## config.mk

```make
export PLATFORM = sky130hd
export DESIGN_NAME = bds_out_stage
export DESIGN_NICKNAME = d
export VERILOG_FILES = /design/src/rtl/core/bds_pkg.sv /design/src/rtl/core/bds_out_stage.sv
export VERILOG_INCLUDE_DIRS = /design/src /design/src/rtl/core
export SDC_FILE = /design/constraint.sdc
export NUM_CORES = 1
export LEC_CHECK = 0
export BUFFER_PORTS_ARGS = -buffer_cell sky130_fd_sc_hd__clkbuf_2
export CORE_MARGIN = 2
export CORE_UTILIZATION = 49
export CTS_CLUSTER_DIAMETER = 50
export DETAILED_ROUTE_END_ITERATION = 10
export PLACE_DENSITY = 0.76
export SETUP_SLACK_MARGIN = 0.15
export SYNTH_ARGS = -nofsm -noshare
export SYNTH_HDL_FRONTEND = slang
export SYNTH_SLANG_ARGS = --single-unit
```

## constraint.sdc

```tcl
create_clock -name clock -period 2.7 [get_ports clock]
set_input_delay 0.54 -clock clock [delete_from_list [all_inputs] [get_ports clock]]
set_output_delay 0.54 -clock clock [all_outputs]
set_load 0.02 [all_outputs]
```

## src/rtl/core/box_downsample_2x2_top_defines.svh

```systemverilog
// ----------------------------------------------------------------------------
// Assertion macros for the 2x2 box downsampler
// Shared concurrent assertion wrappers, clocked on clock; BDS_ASSERT is disabled in reset.
// ----------------------------------------------------------------------------
`ifndef BOX_DOWNSAMPLE_2X2_TOP_DEFINES_SVH
`define BOX_DOWNSAMPLE_2X2_TOP_DEFINES_SVH

`ifndef SYNTHESIS
// Property checked at every rising edge outside reset.
`define BDS_ASSERT(lbl, prop, msg) \
   lbl: assert property (@(posedge clock) disable iff (reset) (prop)) else $error(msg);
// Property checked at every rising edge, reset included.
`define BDS_ASSERT_ALWAYS(lbl, prop, msg) \
   lbl: assert property (@(posedge clock) (prop)) else $error(msg);
`else
`define BDS_ASSERT(lbl, prop, msg)
`define BDS_ASSERT_ALWAYS(lbl, prop, msg)
`endif

`endif

```

## src/rtl/core/bds_pkg.sv

```systemverilog
// ----------------------------------------------------------------------------
// bds_pkg
// Widths, register indexes and shared types of the 2x2 box downsampler.
// ----------------------------------------------------------------------------
`default_nettype none

package bds_pkg;

   localparam int PIXEL_W           = 16;
   localparam int SUM_W             = 17;
   localparam int SIZE_W            = 11;
   localparam int ROW_W             = 10;
   localparam int HEIGHT_LIMIT      = 1024;
   localparam int SIZE_RESET        = 1024;
   localparam int DEFAULT_MAX_WIDTH = 1024;
   localparam int CSR_IDX_W         = 2;

   localparam logic [CSR_IDX_W-1:0] CSR_IMAGE_WIDTH  = 2'd0;
   localparam logic [CSR_IDX_W-1:0] CSR_IMAGE_HEIGHT = 2'd1;

   // Position of the pixel being accepted.
   typedef struct packed {
      logic col_odd;
      logic row_odd;
      logic last_col;
      logic last_row;
   } pos_flags_type;

   // How the second stage finishes one result item.
   typedef struct packed {
      logic       use_line;
      logic [1:0] shift;
      logic       row_end;
      logic       frame_end;
   } avg_cmd_type;

   // Zero acts as one, and values above the limit saturate at the limit.
   function automatic logic [SIZE_W-1:0] clamp_size(input logic [SIZE_W-1:0] v,
                                                    input int unsigned limit);
      logic [SIZE_W-1:0] r;
      r = v;
      if (v == '0) begin
         r = SIZE_W'(1);
      end else if (32'(v) > limit) begin
         r = SIZE_W'(limit);
      end
      return r;
   endfunction

endpackage

`default_nettype wire

```

## src/rtl/core/bds_out_stage.sv

```systemverilog
// ----------------------------------------------------------------------------
// bds_out_stage
// Second stage: adds the line sum, floors the mean, and holds the result item.
// ----------------------------------------------------------------------------
`default_nettype none

`include "box_downsample_2x2_top_defines.svh"

module bds_out_stage (
   input  wire logic                               clock,
   input  wire logic                               reset,
   input  wire logic                               load,
   input  wire bds_pkg::avg_cmd_type               cmd,
   input  wire logic signed [bds_pkg::SUM_W-1:0]   partial,
   input  wire logic signed [bds_pkg::SUM_W-1:0]   line_sum,
   output logic                                    can_load,
   output logic                                    rsp_valid,
   input  wire logic                               rsp_stall,
   output logic signed      [bds_pkg::PIXEL_W-1:0] rsp_avg_pixel,
   output logic                                    rsp_row_end,
   output logic                                    rsp_frame_end
);
   import bds_pkg::*;

   logic                      s2_valid_ff, s2_valid_in;
   avg_cmd_type               s2_cmd_ff;
   logic signed [SUM_W-1:0]   s2_partial_ff;
   logic                      out_valid_ff, out_valid_in;
   logic signed [PIXEL_W-1:0] out_avg_ff;
   logic                      out_row_end_ff, out_frame_end_ff;
   logic                      out_free, s2_move;
   logic signed [SUM_W:0]     total;
   logic signed [SUM_W:0]     mean;

   assign out_free = !out_valid_ff || !rsp_stall;
   assign s2_move  = s2_valid_ff && out_free;
   assign can_load = !s2_valid_ff || out_free;

   // The line sum register is held from the edge that loaded this stage.
   assign total = (SUM_W+1)'(s2_partial_ff)
                + (s2_cmd_ff.use_line ? (SUM_W+1)'(line_sum) : '0);
   assign mean  = total >>> s2_cmd_ff.shift;

   assign s2_valid_in  = load || (s2_valid_ff && !s2_move);
   assign out_valid_in = s2_move || (out_valid_ff && rsp_stall);

   always_ff @(posedge clock) begin
      if (reset) begin
         s2_valid_ff  <= 1'b0;
         out_valid_ff <= 1'b0;
      end else begin
         s2_valid_ff  <= s2_valid_in;
         out_valid_ff <= out_valid_in;
      end
   end

   always_ff @(posedge clock) begin
      if (load) begin
         s2_cmd_ff     <= cmd;
         s2_partial_ff <= partial;
      end
      if (s2_move) begin
         out_avg_ff       <= mean[PIXEL_W-1:0];
         out_row_end_ff   <= s2_cmd_ff.row_end;
         out_frame_end_ff <= s2_cmd_ff.frame_end;
      end
   end

   assign rsp_valid     = out_valid_ff;
   assign rsp_avg_pixel = out_avg_ff;
   assign rsp_row_end   = out_row_end_ff;
   assign rsp_frame_end = out_frame_end_ff;

   `BDS_ASSERT(a_no_overrun, load |-> can_load, "second stage loaded while full and blocked")
   `BDS_ASSERT(a_s2_holds, s2_valid_ff && !out_free && !load |=> s2_valid_ff,
      "second stage dropped an item while the output was blocked")
   `BDS_ASSERT(a_frame_end_row_end, out_valid_ff && out_frame_end_ff |-> out_row_end_ff,
      "frame end without row end")

endmodule

`default_nettype wire

```

==> results.cfg <==
[outcome]
status = finished, final reports clean

[routing]
finalWirelength_mm = 5.69
drtAntennaViolNets = 0
drc = 0
wl_per_cell_um = 13.1
via_per_inst = 5.37
routed-via-count = 2338
drtIter0Drc = 73
dr.pass1.iters = 4

[floorplan]
start_util_pct = 51.0
coreArea_um2 = 5510
ios = 63
die_h_um = 79.7
die_area_um2 = 6350
die_w_um = 79.7
rows = 27

[pwr]
leakage_nw = 1.56
pwr-share-clk_pct = 23.7
p_comb_share_pct = 36.7
powerDensity_nw_per_um2 = 555
intPower_mw = 1.42
p_sw_share_pct = 31.3
peakVddDrop_uv = 326
seq_power_share_pct = 39.7
p_sw_uw = 645

[synthesis]
ys_seq_area_share_pct = 44.2
synth.avg_cell_area_um2 = 10.2
syn_inst = 276
async_reset_ff_share_pct = 0
yosysWarnings = 0
synth_nets = 337
synth-seq-cells = 42
syn_area_um2 = 2810
synth-main-ff-cell = edfxtp_1
synthDistinctLibCells = 53
synth_edf_count = 40

[timing]
max-slew-margin-rel_pct = 58.1
fin_crit_ps = 2650
setup_ws_ps = 54.1
max_slew.worst_pin.slew_ps = 629
setup_viol = 0
timing.final.crit_share_pct = 98.0
hold_viol_final = 0
finClkSkew_ps = 8.42
max_clock_freq_ghz = 0.378
setup_tns_ps = 0
grt_setup_unrepaired = true
maxSlewViolCount = 0

[global_route]
first_global_vias = 2084
antenna_found_initial = 0
grt_first_pass_wirelength_mm = 9.20
grt_use_total_pct = 18.2
grt_max_degree = 24
grt.overflow.total = 0

[clock_tree]
h-tree-depth = 2
clk_path_buf_depth = 2
numClockSinks = 42
numCtsBuffers = 5
cts_tree = built
clk_transition_reported_paths_ps = 80
clk_latency_ps = 290
cts_root_buf = clkbuf_8

[critical_path]
crit_type = reg2reg
worstPathArrival_ps = 2720
end_kind = flip-flop
critPathLaunchType = flip-flop
required_ps = 2770
crit_path_max_fanout = 5

[layout]
antenna_cells = 0
drive_above_1_share_pct = 41.9
synthToLayoutAreaGrowth_pct = 32.5
layout.nets = 423
fin_area_um2 = 3720

[place]
dp_hpwl_mm = 4.26
placed_area_um2 = 3330
dp_slack_ps = -108
place.gp.congestion = 0.879
port_buffers = 62

[hold_path]
hp-class = in2reg

[job]
drv_cap = 0
-- final cells by class --
cell class / instances / area, um2
fill: 427 / 1790
clock buffer: 5 / 68.8
timing repair buffer: 93 / 554
sequential: 42 / 1240
tap: 72 / 90.1
multi-input combinational: 207 / 1670
clock inverter: 3 / 40.0
inverter: 13 / 48.8
-- cells in the final DEF, fill, tap and decap left out, types with 4 or more instances in the layout --
cell type	Yosys	layout
clkbuf_2	0	62
edfxtp_1	40	40
buf_4	0	28
nand2_1	25	22
nor2_1	21	21
a21oi_1	24	18
and2_1	17	16
inv_1	13	11
mux2i_1	11	11
o21ai_0	14	7
a21oi_2	1	7
ha_1	17	7
xor2_1	5	5
a211oi_1	7	5
nand3_1	5	5
ha_2	0	5
ha_4	0	5
clkbuf_8	0	5
o21a_1	4	4
xnor2_1	8	4
o21ai_2	0	4
xnor2_2	1	4
o21ai_1	1	4
-- Yosys cell counts, drive strengths merged (2+ instances only) --
cell | number | area (um2)
nand2b | 2 | 12.5
o22ai | 2 | 12.5
a211oi | 7 | 52.6
buf | 8 | 51.3
o221ai | 3 | 32.5
o2111ai | 2 | 17.5
a211o | 2 | 17.5
nor2b | 3 | 18.8
o21bai | 2 | 18.8
ha | 17 | 213
nor2 | 21 | 78.8
o211ai | 5 | 56.3
dfxtp | 2 | 40.0
o21a | 4 | 30.0
nand3 | 5 | 25.0
mux2i | 11 | 110
a221oi | 2 | 17.5
a21oi | 25 | 129
clkbuf | 6 | 22.5
edfxtp | 40 | 1200
xnor2 | 9 | 86.3
nor3 | 2 | 10.0
inv | 13 | 48.8
nand2 | 25 | 93.8
xor2 | 5 | 43.8
and2 | 18 | 114
o21ai | 15 | 75.1
a21o | 3 | 22.5
a21boi | 2 | 15.0
a222oi | 2 | 20.0
-- what timing repair did --
item                                    4_1_cts  5_1_grt
pin swaps                                    17       21
endpoints found under the setup margin       12       15
hold buffers                                  0        0
buffers inserted                              4        3
gates resized for setup                      19       33
gates cloned                                  0        0
-- cells by family after synthesis --
kind of cell	count (synthesis)	synth area share, %
flip-flops	42	44.2
multiplexers	12	4.32
buffers and inverters	27	4.37
AO/OA/AOI/OAI	83	20.6
AND/OR/NAND/NOR	80	13.6
adder cells (fa/ha/maj)	18	8.29
XOR/XNOR	14	4.64
-- metrics by stage --
stage / hold WS [ps] / std cells / util (%) / power, mW
CTS: 397 / 432 / 64.7 / 2.00
detailed placement: 407 / 420 / 60.4 / 1.46
global route: 400 / 435 / 67.5 / 2.18
floorplan: 400 / 276 / - / 1.27
finish: 404 / 435 / 67.5 / 2.06
global placement: 403 / 420 / 60.4 / 1.45
-- power by group through the flow --
stage               registers (mW)  logic [mW]  clock network, mW
floorplan                    0.854       0.418                  0
global placement             0.827       0.623                  0
detailed placement           0.830       0.635                  0
CTS                          0.818       0.684              0.499
global route                 0.824       0.830              0.525
finish                       0.819       0.757              0.488
-- critical path, stage by stage, from the launching register on --
cell and delay [ps]:
edfxtp_1 430, buf_6 150, and2_4 130, ha_4 160, inv_2 50, fa_2 220, nor2b_4 60, o31ai_4 270
a31oi_2 160, nand2_2 130, o221ai_2 120, xnor2_2 190, a222oi_1 360
-- per-layer routing --
layer / up-vias / global-route usage, % / share of wire (%)
met5: - / 0 / 0
met4: 0 / 6.03 / 1.0
met3: 5 / 3.17 / 4.7
met2: 69 / 29.0 / 49
met1: 1065 / 25.2 / 45
li1: 1199 / - / -
-- sequential cells by signal (all words and copies together) (netlist names) --
signal / count
rsp_avg_pixel: 16
rsp_frame_end: 1
rsp_row_end: 1
rsp_valid: 1
s2_cmd_ff: 5
s2_partial_ff: 17
s2_valid_ff: 1
-- path summary, 6_finish.rpt --
kind	from	to	slack, ps	cells after the start
setup / recovery	s2_cmd_ff[4]	rsp_avg_pixel[13]	50	12
hold / removal	reset	s2_valid_ff	400	2
setup reg to reg	s2_cmd_ff[4]	rsp_avg_pixel[13]	50	12
hold reg to reg	s2_cmd_ff[0]	rsp_frame_end	420	0
Power figures use the tool's default switching activity.
