===== config.mk =====
export PLATFORM = sky130hd
export DESIGN_NAME = bds_cfg_pos
export DESIGN_NICKNAME = d
export VERILOG_FILES = /design/src/rtl/core/bds_pkg.sv /design/src/rtl/core/bds_cfg_pos.sv
export VERILOG_INCLUDE_DIRS = /design/src /design/src/rtl/core
export SDC_FILE = /design/constraint.sdc
export NUM_CORES = 1
export LEC_CHECK = 0
export ABC_AREA = 1
export BUFFER_PORTS_ARGS = -buffer_cell sky130_fd_sc_hd__buf_2
export CORE_ASPECT_RATIO = 0.75
export CORE_MARGIN = 2
export CORE_UTILIZATION = 53
export DETAILED_ROUTE_END_ITERATION = 8
export PLACE_DENSITY = 0.83
export SYNTH_ARGS = -nofsm -noshare
export SYNTH_HDL_FRONTEND = slang
export SYNTH_SLANG_ARGS = --single-unit

===== constraint.sdc =====
create_clock -name clock -period 3 [get_ports clock]
set_input_delay 0.9 -clock clock [delete_from_list [all_inputs] [get_ports clock]]
set_output_delay 0.9 -clock clock [all_outputs]
set_load 0.01 [all_outputs]

===== src/rtl/core/box_downsample_2x2_top_defines.svh =====
// ----------------------------------------------------------------------------
// Assertion macros for the 2x2 box downsampler
// Shared concurrent assertion wrappers, clocked on clock; BDS_ASSERT is disabled in reset.
// ----------------------------------------------------------------------------
`ifndef BOX_DOWNSAMPLE_2X2_TOP_DEFINES_SVH
`define BOX_DOWNSAMPLE_2X2_TOP_DEFINES_SVH

`ifndef SYNTHESIS
// Property checked at every rising edge outside reset.
`define BDS_ASSERT(lbl, prop, msg) \
   lbl: assert property (@(posedge clock) disable iff (reset) (prop)) else $error(msg);
// Property checked at every rising edge, reset included.
`define BDS_ASSERT_ALWAYS(lbl, prop, msg) \
   lbl: assert property (@(posedge clock) (prop)) else $error(msg);
`else
`define BDS_ASSERT(lbl, prop, msg)
`define BDS_ASSERT_ALWAYS(lbl, prop, msg)
`endif

`endif


===== src/rtl/core/bds_pkg.sv =====
// ----------------------------------------------------------------------------
// bds_pkg
// Widths, register indexes and shared types of the 2x2 box downsampler.
// ----------------------------------------------------------------------------
`default_nettype none

package bds_pkg;

   localparam int PIXEL_W           = 16;
   localparam int SUM_W             = 17;
   localparam int SIZE_W            = 11;
   localparam int ROW_W             = 10;
   localparam int HEIGHT_LIMIT      = 1024;
   localparam int SIZE_RESET        = 1024;
   localparam int DEFAULT_MAX_WIDTH = 1024;
   localparam int CSR_IDX_W         = 2;

   localparam logic [CSR_IDX_W-1:0] CSR_IMAGE_WIDTH  = 2'd0;
   localparam logic [CSR_IDX_W-1:0] CSR_IMAGE_HEIGHT = 2'd1;

   // Position of the pixel being accepted.
   typedef struct packed {
      logic col_odd;
      logic row_odd;
      logic last_col;
      logic last_row;
   } pos_flags_type;

   // How the second stage finishes one result item.
   typedef struct packed {
      logic       use_line;
      logic [1:0] shift;
      logic       row_end;
      logic       frame_end;
   } avg_cmd_type;

   // Zero acts as one, and values above the limit saturate at the limit.
   function automatic logic [SIZE_W-1:0] clamp_size(input logic [SIZE_W-1:0] v,
                                                    input int unsigned limit);
      logic [SIZE_W-1:0] r;
      r = v;
      if (v == '0) begin
         r = SIZE_W'(1);
      end else if (32'(v) > limit) begin
         r = SIZE_W'(limit);
      end
      return r;
   endfunction

endpackage

`default_nettype wire


===== src/rtl/core/bds_cfg_pos.sv =====
// ----------------------------------------------------------------------------
// bds_cfg_pos
// Size registers and the raster position counters.
// ----------------------------------------------------------------------------
`default_nettype none

`include "box_downsample_2x2_top_defines.svh"

module bds_cfg_pos #(
   parameter int MAX_WIDTH = bds_pkg::DEFAULT_MAX_WIDTH,
   parameter int COL_W     = $clog2(MAX_WIDTH)
) (
   input  wire logic                           clock,
   input  wire logic                           reset,
   input  wire logic                           csr_we,
   input  wire logic [bds_pkg::CSR_IDX_W-1:0]  csr_index,
   input  wire logic [bds_pkg::SIZE_W-1:0]     csr_wdata,
   input  wire logic                           advance,
   output logic      [COL_W-1:0]               col,
   output bds_pkg::pos_flags_type              flags
);
   import bds_pkg::*;

   localparam int CMP_W = ((COL_W > SIZE_W) ? COL_W : SIZE_W) + 1;

   logic [SIZE_W-1:0] width_ff, width_in;
   logic [SIZE_W-1:0] height_ff, height_in;
   logic [COL_W-1:0]  col_ff, col_in;
   logic [ROW_W-1:0]  row_ff, row_in;
   logic              last_col, last_row;

   assign last_col = (CMP_W'(col_ff) + CMP_W'(1)) >= CMP_W'(width_ff);
   assign last_row = ({1'b0, row_ff} + SIZE_W'(1)) >= height_ff;

   always_comb begin
      width_in  = width_ff;
      height_in = height_ff;
      col_in    = col_ff;
      row_in    = row_ff;
      if (advance) begin
         if (last_col) begin
            col_in = '0;
            row_in = last_row ? '0 : row_ff + ROW_W'(1);
         end else begin
            col_in = col_ff + COL_W'(1);
         end
      end
      // A size write restarts the frame.
      if (csr_we) begin
         case (csr_index)
            CSR_IMAGE_WIDTH: begin
               width_in = clamp_size(csr_wdata, MAX_WIDTH);
               col_in   = '0;
               row_in   = '0;
            end
            CSR_IMAGE_HEIGHT: begin
               height_in = clamp_size(csr_wdata, HEIGHT_LIMIT);
               col_in    = '0;
               row_in    = '0;
            end
            default: begin
            end
         endcase
      end
   end

   always_ff @(posedge clock) begin
      if (reset) begin
         width_ff  <= clamp_size(SIZE_W'(SIZE_RESET), MAX_WIDTH);
         height_ff <= clamp_size(SIZE_W'(SIZE_RESET), HEIGHT_LIMIT);
         col_ff    <= '0;
         row_ff    <= '0;
      end else begin
         width_ff  <= width_in;
         height_ff <= height_in;
         col_ff    <= col_in;
         row_ff    <= row_in;
      end
   end

   assign col            = col_ff;
   assign flags.col_odd  = col_ff[0];
   assign flags.row_odd  = row_ff[0];
   assign flags.last_col = last_col;
   assign flags.last_row = last_row;

   `BDS_ASSERT(a_col_in_row, CMP_W'(col_ff) < CMP_W'(width_ff), "column beyond row width")
   `BDS_ASSERT(a_row_in_frame, {1'b0, row_ff} < height_ff, "row beyond frame height")
   `BDS_ASSERT(a_wrap_row_start, advance && !csr_we && last_col |=> col_ff == '0,
      "column did not wrap after the last pixel of a row")

endmodule

`default_nettype wire


==> impl_results.rst, run 1 <==
.. list-table::
   :header-rows: 1

   * - Metric
     - Value
   * - Worst hold path stage count
     - 2
   * - Clk sink count
     - 42
   * - Setup TNS
     - -0.535 ns
   * - Layout Utilization
     - 0.689
   * - Final Cell Area
     - 3430 um2
   * - Distinct cell type count of the synthesized netlist
     - 35
   * - Post-Route WL
     - 7.18 mm
   * - Most frequent cell after synthesis
     - nand2_1
   * - Grt total ovfl
     - 0
   * - Unrepaired setup endpoints after global routing
     - true
   * - Effective utilization at floorplan
     - 0.558
   * - Antenna violations before repair
     - 0
   * - Post-layout power
     - 1.24 mW
   * - Element type at the critical path end
     - primary output
   * - Worst slack after detailed placement
     - -0.0945 ns
   * - Final-report hold violation count
     - 0
   * - Worst EP arrival
     - 2.37 ns
   * - Share of cells above drive strength 1
     - 0.260
   * - Final HPWL from detailed placement
     - 4.90 mm
   * - TritonCTS clock tree
     - yes
   * - Combined area of all synthesized cells
     - 2780 um2
   * - Initial drt markers
     - 136
   * - Count of unresolved DRC violations after routing
     - 0
   * - Max transition margin
     - 0.667
   * - Violated checks
     - negative setup slack
   * - Final routed wire length divided by cell count
     - 13.4 um
   * - Average cell area after synthesis
     - 6.72 um2
   * - Worst reg-to-reg setup slack
     - 0.43 ns
   * - Area Overhead vs Synth
     - 23.5%
   * - Fraction of the yosys area taken by sequential cells
     - 0.302
   * - Number of max-slew violations in the final report
     - 0
   * - Async SR Flop Fraction
     - 0
   * - Synthesized Nets
     - 455
   * - Clock Skew
     - 0.00457 ns
   * - GRT Resource Usage Total
     - 0.241
   * - Maximum number of pins on one net before global-route repair
     - 24
   * - Worst Hold Endpoint
     - height_ff[9]
   * - Fmax
     - 306 MHz
   * - Final critical delay including setup and external delays
     - 3.27 ns
   * - Final-stage net count
     - 505
   * - Most area-consuming cells after synthesis
     - dfxtp_1 30%, nand2_1 13%, ha_1 11%
   * - GPL Wtd Cong
     - 0.867
   * - Most common library cells after synthesis
     - 98 x nand2_1, 66 x inv_1, 50 x nor2_1
   * - Clk Tree Root Cell
     - clkbuf_8
   * - Buffer and inverter count on the worst path
     - 5
   * - Fin worst setup slack
     - -0.269 ns
   * - Most instantiated flip-flop cell in the synthesis netlist
     - dfxtp_1
   * - Share of Yosys cell area claimed by the top area cell type
     - 0.302
   * - Critical path's slowest cell
     - dfxtp_4
   * - Global-route wire length before repair
     - 11.0 mm
   * - FF-to-FF End
     - row_ff[2]
   * - CP delay by family, top
     - simple AND/OR/NAND/NOR gates
   * - P per Cell Area
     - 361 nW/um2
   * - VDD IR max
     - 0.261 mV
   * - Standard-cell rows
     - 22
   * - Number of setup violations in the final report
     - 2
   * - Vias
     - 2776
   * - Maximum fanout count along the critical path
     - 7
   * - Area of placed instances
     - 3010 um2
   * - Ordered cell list for the critical path
     - buf_4, inv_1, nor2_1, nand2_1, o21ai_0, nand2_1, inv_1, ha_1, nand2_1, inv_1, a21oi_1, nand2_1, nand2_4, nand2_8, buf_6
   * - Worst-Margin Slew
     - 0.500 ns
   * - Mapped Cells
     - 414
   * - Antenna Diode Count
     - 0
   * - Outcome
     - finished with violations
   * - Detailed-routing iteration count for the pre-antenna-repair pass
     - 5
   * - Count of antenna-violating nets left after detailed routing
     - 0
   * - Number of cell instances on the worst register-to-register path
     - 17
   * - # H-tree levels
     - 2
   * - Number of clock buffers inserted by TritonCTS
     - 5
   * - Most repeated library cell on the critical path
     - nand2_1
   * - Overall die height
     - 66.7 um
   * - Worst skew pair latency
     - 0.30 ns
   * - Final period util
     - 1.09
   * - Vias in the first global route
     - 2533
   * - Kind of launch point of the worst setup path
     - flop
   * - Avg Vias per Cell
     - 5.17
   * - Worst R2R Start
     - col[1]
   * - Biggest area consumer among synthesized cells
     - dfxtp_1
   * - Core outline area
     - 4980 um2
   * - Yosys warnings
     - 0
   * - Maximum Capacitance Violations
     - 0
   * - Required arrival time at the worst endpoint
     - 2.10 ns
   * - Slowest stage delay, CP
     - 0.37 ns
   * - Die Wd
     - 87.7 um
   * - Total I/O pin count
     - 31
   * - Buffers added on ports
     - 30
   * - Maximum clock insertion buffer count
     - 2
   * - Path class of the lowest-slack min-delay path
     - flop to flop
   * - Flops & latches, synth
     - 42
   * - Critical path class
     - flop to primary output
   * - Leak
     - 1.79 nW
   * - Count of flip-flops with a built-in enable after synthesis
     - 0
   * - Hold path startpoint
     - height_ff[9]
   * - CTS clock-pin slew for the worst setup and hold paths
     - 0.08 ns
   * - Die area
     - 5850 um2
-- repair_timing --
action                                  4_1_cts  5_1_grt
resized for setup                            18       31
hold buffers                                  0        0
setup buffers                                10        7
endpoints found under the setup margin        2        2
pin swaps                                    10       15
-- flip-flops by register name (all words and copies together) (netlist names) --
signal / cells
width_ff: 11
height_ff: 11
col: 10
row_ff: 10
-- kinds of logic (layout without fill, tap and decap cells) --
logic type	after synthesis	count (layout)	synth area share
DFF	42	42	0.302
AOI/OAI and AO/OA	68	68	0.131
adders and majority gates	24	24	0.108
buffers and inverters	83	134	0.126
and+or+nand+nor	190	190	0.310
xor gates and xnor gates	7	7	0.0220
-- stage by stage --
stage,hold WS (ns),std cells
after floorplan,0.435,414
after global placement,0.469,512
after detailed placement,0.484,512
after CTS,0.495,530
after global routing,0.510,537
final,0.496,537
-- layout make-up --
class | count | area (um2)
Clock inverter | 3 | 40.0
Tap cell | 72 | 90.1
Fill cell | 429 | 1550
Sequential cell | 42 | 861
Clock buffer | 5 | 68.8
Timing Repair Buffer | 57 | 367
Multi-Input combinational cell | 289 | 1750
Inverter | 69 | 259
-- worst register-to-register path, stage by stage, from the launching register on --
cell and delay, ns:
dfxtp_4 0.38, buf_6 0.11, nand2_4 0.06, nor3_4 0.22, nand3_2 0.16, xor2_2 0.22
ha_1 0.30, nand2_1 0.05, nor2_1 0.10, nand3_1 0.10, nor2_2 0.15, nor2_4 0.07
nand2_8 0.06, buf_4 0.16, nand2_8 0.11, nand2_1 0.09, nand2_1 0.05, nor2_1 0.12
-- report_power, final --
group          switching [mW]  internal (mW)  leakage (nW)
registers              0.0133          0.575         0.347
clock network           0.202          0.245        0.0579
logic                   0.126         0.0781          1.38
-- cell usage in the layout (no fill, tap or decap), types with 3 or more instances in the layout --
cell type,netlist,routed
a21oi_1,34,31
a21oi_2,3,6
buf_2,0,29
buf_4,4,25
buf_6,1,3
clkbuf_8,0,5
dfxtp_1,42,34
dfxtp_2,0,4
dfxtp_4,0,4
ha_1,24,21
ha_4,0,3
inv_1,66,65
inv_2,2,3
nand2_1,98,91
nand2_2,2,8
nand2_4,2,3
nand3_1,15,11
nand3_2,0,4
nand4_1,7,7
nor2_1,50,45
nor2_2,2,5
nor2_4,1,3
nor3_1,3,3
nor3_4,1,3
o21ai_0,25,23
xor2_1,7,3
xor2_2,0,4
-- how the worst max path moves through the flow --
stage | startpoint | end | slack [ns] | depth (start not counted)
3_3_place_gp | col[1] | flags[1] | 0.03 | 12
3_5_place_dp | row_ff[0] | flags[0] | -0.09 | 13
2_1_floorplan | col[0] | flags[1] | 0.02 | 12
5_1_grt | col[1] | flags[1] | -0.41 | 13
6_report | col[0] | flags[1] | -0.27 | 15
4_1_cts | col[1] | flags[1] | -0.26 | 12
-- metal layers --
| metal | GRT usage | part of all wire |
|---|---|---|
| met1 | 0.307 | 0.44 |
| met2 | 0.406 | 0.50 |
| met3 | 0.0434 | 0.048 |
| met4 | 0.0885 | 0.018 |
| met5 | 0 | 0 |
(Power assumes the default switching activity.)
==> run 2, diff against run 1 <==
--- a/config.mk
+++ b/config.mk
@@ -8,7 +8,7 @@
 export LEC_CHECK = 0
 export ABC_AREA = 1
 export BUFFER_PORTS_ARGS = -buffer_cell sky130_fd_sc_hd__buf_2
-export CORE_ASPECT_RATIO = 0.75
+export CORE_ASPECT_RATIO = 0.5
 export CORE_MARGIN = 2
 export CORE_UTILIZATION = 53
 export DETAILED_ROUTE_END_ITERATION = 8
@@ -16,3 +16,4 @@
 export SYNTH_ARGS = -nofsm -noshare
 export SYNTH_HDL_FRONTEND = slang
 export SYNTH_SLANG_ARGS = --single-unit
+export TNS_END_PERCENT = 100
==> constraint.sdc (replaced) <==
create_clock -name clock -period 2.9 [get_ports clock]
set_input_delay 0.87 -clock clock [delete_from_list [all_inputs] [get_ports clock]]
set_output_delay 0.87 -clock clock [all_outputs]
set_load 0.01 [all_outputs]
==> run 2 against run 1 <==
  * Largest cell class unchanged
  * Critical endpoint unchanged
  * The flow still finishes with violations (negative setup slack)
  * Global-route usage decreased by 1.1 points
  * Combinational power increased by 15%
  * Count of clock-buffer cells in the layout increased by 3
  * Total power increased by 3.0%
==> impl_results.rst, run 2 (same netlist as run 1, synthesis figures left out) <==
.. list-table::
   :header-rows: 1

   * - Metric
     - Value
   * - Count of unresolved DRC violations after routing
     - 0
   * - FILL cells
     - 372
   * - Kind of launch point of the worst setup path
     - flop
   * - Final-report hold violation count
     - 0
   * - VDD IR max
     - 0.202 mV
   * - Post-Route WL
     - 7.38 mm
   * - Share of cells above drive strength 1
     - 0.287
   * - Buffers added on ports
     - 30
   * - Critical path class
     - flop to primary output
   * - Maximum number of pins on one net before global-route repair
     - 23
   * - CTS clock-pin slew for the worst setup and hold paths
     - 0.08 ns
   * - Core outline area
     - 5000 um2
   * - Final-stage net count
     - 504
   * - Number of setup violations in the final report
     - 2
   * - Vias
     - 2810
   * - Largest regs
     - height_ff (11), width_ff (11)
   * - Multi-input combinational cell area
     - 1860 um2
   * - Fin worst setup slack
     - -0.363 ns
   * - Maximum clock insertion buffer count
     - 2
   * - Initial drt markers
     - 131
   * - Final Cell Area
     - 3540 um2
   * - Die Wd
     - 106 um
   * - Met1 layer wirelength in the final routing
     - 3.16 mm
   * - Detailed-routing iteration count for the pre-antenna-repair pass
     - 4
   * - Worst skew pair latency
     - 0.30 ns
   * - Final period util
     - 1.13
   * - Final critical delay including setup and external delays
     - 3.26 ns
   * - Maximum fanout count along the critical path
     - 2
   * - Max transition margin
     - 0.684
   * - Final routed wire length divided by cell count
     - 13.8 um
   * - Die area
     - 5880 um2
   * - DR WL met3
     - 353 um
   * - Count of antenna-violating nets left after detailed routing
     - 0
   * - Cell internal power dissipation
     - 0.907 mW
   * - Worst-Margin Slew
     - 0.473 ns
   * - Violated checks
     - negative setup slack
   * - P per Cell Area
     - 361 nW/um2
   * - Topmost layer with routed signal wires
     - met4
   * - Number of cells in the design after placement
     - 514
   * - Vias in the first global route
     - 2458
   * - Sequential cell area
     - 857 um2
   * - Worst EP arrival
     - 2.39 ns
   * - Post-route non-filler standard cell count
     - 534
   * - Antenna violations before repair
     - 0
   * - GRT Resource Usage Total
     - 0.230
   * - Unrepaired setup endpoints after global routing
     - true
   * - Global-route wire length before repair
     - 10.9 mm
   * - Area of placed instances
     - 3060 um2
   * - Path class of the lowest-slack min-delay path
     - flop to flop
   * - Outcome
     - finished with violations
   * - Wire length on met2
     - 3.58 mm
   * - Element type at the critical path end
     - primary output
   * - Required arrival time at the worst endpoint
     - 2.03 ns
   * - Leading cell type in the layout, fill and taps excluded
     - nand2_1
   * - Fmax
     - 306 MHz
   * - Clock Skew
     - 0.0108 ns
   * - Overall die height
     - 55.2 um
   * - Total I/O pin count
     - 31
   * - Grt total ovfl
     - 0
   * - Clk Tree Root Cell
     - clkbuf_8
   * - Number of max-slew violations in the final report
     - 0
   * - Standard-cell rows
     - 18
   * - Power share of the sequential group
     - 0.477
   * - Worst slack after detailed placement
     - -0.0530 ns
   * - Most frequent cells in the layout
     - 88 x nand2_1, 59 x inv_1, 44 x nor2_1
   * - Area Overhead vs Synth
     - 27.3%
   * - TritonCTS clock tree
     - yes
   * - Switching power of the nets
     - 0.369 mW
   * - Leak
     - 1.79 nW
   * - Maximum Capacitance Violations
     - 0
   * - # H-tree levels
     - 2
   * - Setup TNS
     - -0.655 ns
   * - Combinational fraction of design power
     - 0.183
   * - Antenna Diode Count
     - 0
   * - Final HPWL from detailed placement
     - 4.67 mm
   * - Effective utilization at floorplan
     - 0.556
   * - Clk sink count
     - 42
   * - Number of clock buffers inserted by TritonCTS
     - 5
   * - Net switching fraction of the power
     - 0.289
   * - GPL Wtd Cong
     - 0.897
   * - Clock power share
     - 0.339
   * - Avg Vias per Cell
     - 5.26
-- run 2: changes by cell type in the layout (fill, tap and decap cells not counted), moves of 3 or more --
cell,previous run,this run
nand3_4,0,3
ha_1,21,18
ha_4,3,6
inv_2,3,8
nand2_1,91,88
inv_1,65,59
-- run 2: worst paths after layout --
path | slack (ns) | start | cells after the start | to
max | -0.36 | col[0] | 15 | flags[1]
min | 0.50 | col[4] | 2 | col[4]
max reg2reg | 0.33 | col[0] | 18 | col[8]
min reg2reg | 0.50 | col[4] | 2 | col[4]
-- run 2: timing repair --
action	CTS	global route
setup endpoints to repair	2	2
pin swaps	10	29
hold buffers	0	0
gates resized for setup	9	62
buffers inserted	4	8
-- run 2: per-layer routing --
metal / track usage / vias up
met1: 0.307 / 1300
li1: - / 1396
met5: 0 / -
met4: 0.0724 / 0
met2: 0.379 / 85
met3: 0.0437 / 29
-- run 2: critical path: stages (launching register included) --
cell	delay [ns]
dfxtp_4	0.37
ha_4	0.15
nand3_4	0.09
nor2_4	0.16
inv_2	0.05
o21bai_1	0.24
nand2_2	0.13
inv_2	0.08
ha_4	0.19
nand2_1	0.07
inv_1	0.07
a21oi_2	0.14
nand2_2	0.09
nand2_4	0.10
nand2_8	0.05
buf_6	0.12
-- run 2: cell type report --
| type | count | area share |
|---|---|---|
| multi-input combinational | 289 | 0.526 |
| sequential | 42 | 0.242 |
| timing repair buffer | 56 | 0.104 |
| inverter | 69 | 0.0739 |
| clock buffer | 8 | 0.0286 |
| tap | 70 | 0.0247 |
-- run 2: power by group through the flow --
| stage | sequential (mW) | clock [mW] | combinational [mW] |
|---|---|---|---|
| finish | 0.609 | 0.433 | 0.234 |
| global route | 0.612 | 0.474 | 0.257 |
| CTS | 0.608 | 0.441 | 0.198 |
| detailed placement | 0.622 | 0 | 0.192 |
| global placement | 0.622 | 0 | 0.188 |
| floorplan | 0.622 | 0 | 0.139 |
-- run 2: through the flow --
| stage | hold WS [ns] | power, mW | util |
|---|---|---|---|
| after floorplan | 0.435 | 0.761 | - |
| after global placement | 0.480 | 0.810 | 0.611 |
| after detailed placement | 0.481 | 0.814 | 0.611 |
| after CTS | 0.496 | 1.25 | 0.643 |
| after global routing | 0.532 | 1.34 | 0.708 |
| final | 0.496 | 1.28 | 0.708 |
